**src/hdl/fea_ram.sv**
```systemverilog
module fea_ram #(
  parameter int WIDTH = 64,
  parameter int DEPTH = 64
) (
  input  logic                     clk,
  input  logic                     we,
  input  logic [$clog2(DEPTH)-1:0] waddr,
  input  logic [WIDTH-1:0]         wdata,
  input  logic [$clog2(DEPTH)-1:0] raddr,
  output logic [WIDTH-1:0]         rdata
);

  logic [WIDTH-1:0] mem [DEPTH];

  always_ff @(posedge clk) begin
    if (we) begin
      mem[waddr] <= wdata;
    end
    rdata <= mem[raddr];
  end

endmodule

```
**config.mk**
```make
export PLATFORM = sky130hd
export DESIGN_NAME = fea_ram
export DESIGN_NICKNAME = d
export VERILOG_FILES = /design/src/hdl/fea_ram.sv
export SDC_FILE = /design/constraint.sdc
export NUM_CORES = 2
export LEC_CHECK = 0
export BUFFER_PORTS_ARGS = -buffer_cell sky130_fd_sc_hd__buf_2
export CORE_AREA = 2 2 629 631
export DETAILED_ROUTE_END_ITERATION = 16
export DIE_AREA = 0 0 631 633
export SYNTH_ARGS = -nofsm -noshare
export SYNTH_HDL_FRONTEND = slang
export SYNTH_SLANG_ARGS = --single-unit
```
**constraint.sdc**
```tcl
create_clock -name clk -period 10.3 [get_ports clk]
set_input_delay 1.545 -clock clk [delete_from_list [all_inputs] [get_ports clk]]
set_output_delay 1.545 -clock clk [all_outputs]
set_load 0.03 [all_outputs]
```
==> key figures <==
Status
  • Status: finished, final reports clean

Clock network
  • Root Driver: clkbuf_16
  • Post-CTS Setup Bufs: 0
  • Hold_buf cts: 0
  • CTS buffer count: just over 400
  • Num Clock Sinks: 4,160
  • Post_cts resized: 0
  • CTS tree: built
  • Clk_lat worst skew: 0.98 ns
  • H-tree depth: 5
  • Clock Path Buffers: 4
  • Reg clk slew, reported paths: 0.06 ns

Finish
  • Fin nets: between 7,000 and 8,000
  • Finished Cell Area: 177,000 sq um
  • Filler cell count: around 32,000
  • Commonest non-fill, non-tap cells in the layout: edfxtp_1, mux4_2, clkbuf_16, buf_4, a22oi_1
  • Layout cells sized above 1: between 20% and 30%
  • Commonest non-fill, non-tap cell in the layout: edfxtp_1
  • Synthesis-to-layout area growth: 13.5%

Setup path
  • Kind of cell adding the most delay to the critical path: simple AND/OR/NAND/NOR gates
  • Critical-path cell list: buf_2 > nor2b_1 > nand2_1 > nor2_4 > buf_4 > buf_4
  • Reg-to-reg critical path endpoint: rdata[8]
  • Data required, critical path: roughly 11 ns
  • Crit end category: flop
  • Crit Path Max Fanout: 29
  • CP most frequent cell: buf_4
  • CP max stage cell: nor2_4
  • R2R setup slack: ~8.2 ns
  • CP Class: primary input to flop
  • Critical path buffer and inverter count: 3
  • CP Data Arrival Time: 4.92 ns
  • Setup crit start kind: primary input
  • R2R cell count: 5
  • RR Startpoint: mem[51][8]
  • Highest cell delay on the worst timing path: 0.87 ns

Route
  • Drt via density: 5.99
  • Initial drt markers: 10,200
  • Via count: 75,200
  • Wirelength per Cell: 34.9 um
  • DRC violations left: 0
  • Final wirelength: 439,000 um
  • First-pass DRT Iterations: 6
  • Post-route ant nets: 0

STA
  • Worst setup margin: roughly 6.0 ns
  • Clock Skew: 0.0544 ns
  • Slew headroom: 12.4%
  • Final-report setup violation count: 0
  • Final hold vios: 0
  • Hold WS: slightly above 0.8 ns
  • Worst Max-Slew Pin Slew: 1.31 ns
  • RSZ-0062 raised after global routing: false
  • Final Max Slew Viols: 0
  • Fmax: 230 MHz
  • Tmin final: 4.34 ns
  • Post-Route Setup TNS: 0 ns
  • Tcrit/Tclk final: between 40 and 50%

Logic synthesis
  • Largest area contributor in the netlist: edfxtp_1
  • Syn nets: 6,676
  • Synthesized area: 156,000 sq um
  • EDFF count, synth: 4,096
  • Most used DFF post-synth: edfxtp_1
  • Share of the synthesized area in the top cell type: 78.7%
  • Synth unique cells: 33
  • Sequential area share after synthesis: 79.5%
  • Synth Warn #: 0
  • Synthesized netlist cell count: 6,598
  • FFs w/ async S/R, synth: 0%
  • Synth top area cells: edfxtp_1, mux4_2, mux2i_1
  • Synth Register Bits: 4,160
  • Mean Syn Cell Area: 23.7 sq um

Die
  • Initial Utilization: 39.9%
  • Core area: 392,000 sq um
  • Die Span Y: 633 um
  • Full die area: 399,000 sq um
  • Io pins: approximately 140
  • Cell Rows: 230
  • DIE WIDTH: 631 um

Placed design
  • DP Area: 164,000 sq um
  • DP HPWL: 230,000 um
  • Setup Slack @ Placement: 5.02 ns
  • Port bufs: 141
  • Placer Congestion: 0.781

Power and ir drop
  • NetSw: around 7.6 mW
  • Switching Fraction: 21.4%
  • Power Dens Cells: 199 nW/um^2
  • Flop pwr share: 53.3%
  • Pint: 27.8 mW
  • Total chip power: 35.4 mW
  • Combinational share of power: 4.6%
  • Clock power share: 42.1%
  • Max VDD drop: 0.142 mV
  • Pleak: 54.8 nW

Global routing
  • Overall routing resource usage: a little over a fifth
  • Global-route wire length before repair: 607,000 um
  • Initial antenna violation count: 37
  • Vias in the first global route: about 76,000
  • GRT overflow: 0
  • Largest net degree at the start of global routing: 118

Worst hold path
  • Hold EP: rdata[16]
  • Min-delay src: mem[36][16]
  • Min-delay worst type: flop to flop
  • Hold Path Stages: 4

Job
  • # Max-Cap Violations: 0
==> metal layers <==
metal	up-vias	track usage (%)	wire length, um
met4	4	5.74	12300
met2	3622	36.1	217000
li1	29300	-	-
met1	41700	29.8	174000
met3	651	3.44	35300
met5	-	0	32
==> kinds of logic (layout without fill, tap and decap cells) <==
logic type,count (synthesis),after routing,synth area share [%]
flops,4160,4160,79.5
mux,1159,1159,15.6
other cells,0,15,0
buf+inv,389,1114,1.18
compound gates,504,504,2.48
simple gates,386,386,1.24
==> worst register-to-register path, cell delays in order (launching register included) <==
cell	delay [ns]
edfxtp_1	0.35
mux4_2	0.48
mux2i_1	0.27
o22ai_1	0.13
a41oi_1	0.62
a211oi_1	0.08
==> Yosys cell counts (2+ instances only) <==
library cell,count
a22oi_1,168
nor2b_1,28
nor2_1,112
dfxtp_1,64
a211oi_1,63
nand3b_1,2
o221ai_1,38
inv_1,19
and2_1,3
and3_1,64
mux4_2,1024
buf_4,34
nand4_1,2
o22ai_1,83
clkbuf_1,140
a2bb2oi_1,19
nand3_1,45
a31oi_1,18
edfxtp_1,4096
nor3_1,2
a41oi_1,26
buf_2,170
or2_2,28
nand2_1,58
or3_1,29
nand2b_1,11
buf_6,6
a22o_1,88
mux2i_1,135
buf_1,20
==> worst max-delay path by stage <==
stage / start / slack (ns) / cells past startpoint / to
global placement: we / 5.02 / 6 / mem[20][13]
detailed placement: we / 5.02 / 6 / mem[20][13]
global route: raddr[0] / 5.87 / 8 / rdata[4]
floorplan: waddr[3] / 3.32 / 4 / mem[48][0]
CTS: we / 6.06 / 6 / mem[20][13]
finish: we / 5.96 / 6 / mem[20][13]
==> stage by stage <==
stage          util, %  cells
6_report          45.3  12600
5_1_grt           45.3  12500
4_1_cts           45.3  12500
3_5_place_dp      41.9  11800
3_3_place_gp      41.9  11800
2_1_floorplan        -   6598
==> power groups by stage <==
| stage | Sequential [mW] | Clock [mW] | Combinational [mW] |
|---|---|---|---|
| after detailed placement | 19.2 | 0 | 1.65 |
| after floorplan | 19.2 | 0 | 0.873 |
| after global routing | 18.8 | 15.7 | 1.73 |
| final | 18.8 | 14.9 | 1.63 |
| after CTS | 18.9 | 15.1 | 1.65 |
| after global placement | 19.2 | 0 | 1.62 |
==> final cells by class <==
type | instances | area, sq um | area share (%)
Antenna cell | 15 | 37.5 | 0.0212
Clock buffer | 496 | 10800 | 6.07
Clock inverter | 255 | 2510 | 1.41
Inverter | 19 | 71.3 | 0.0402
Multi-Input combinational cell | 2049 | 30800 | 17.3
Sequential cell | 4160 | 124000 | 70.0
Tap cell | 5220 | 6530 | 3.68
Timing Repair Buffer | 344 | 2480 | 1.40
==> state kept, by name (all words and copies together) (netlist names) <==
register  cells
mem        4096
rdata        64
Note: power is estimated with default switching activity, not from simulation.
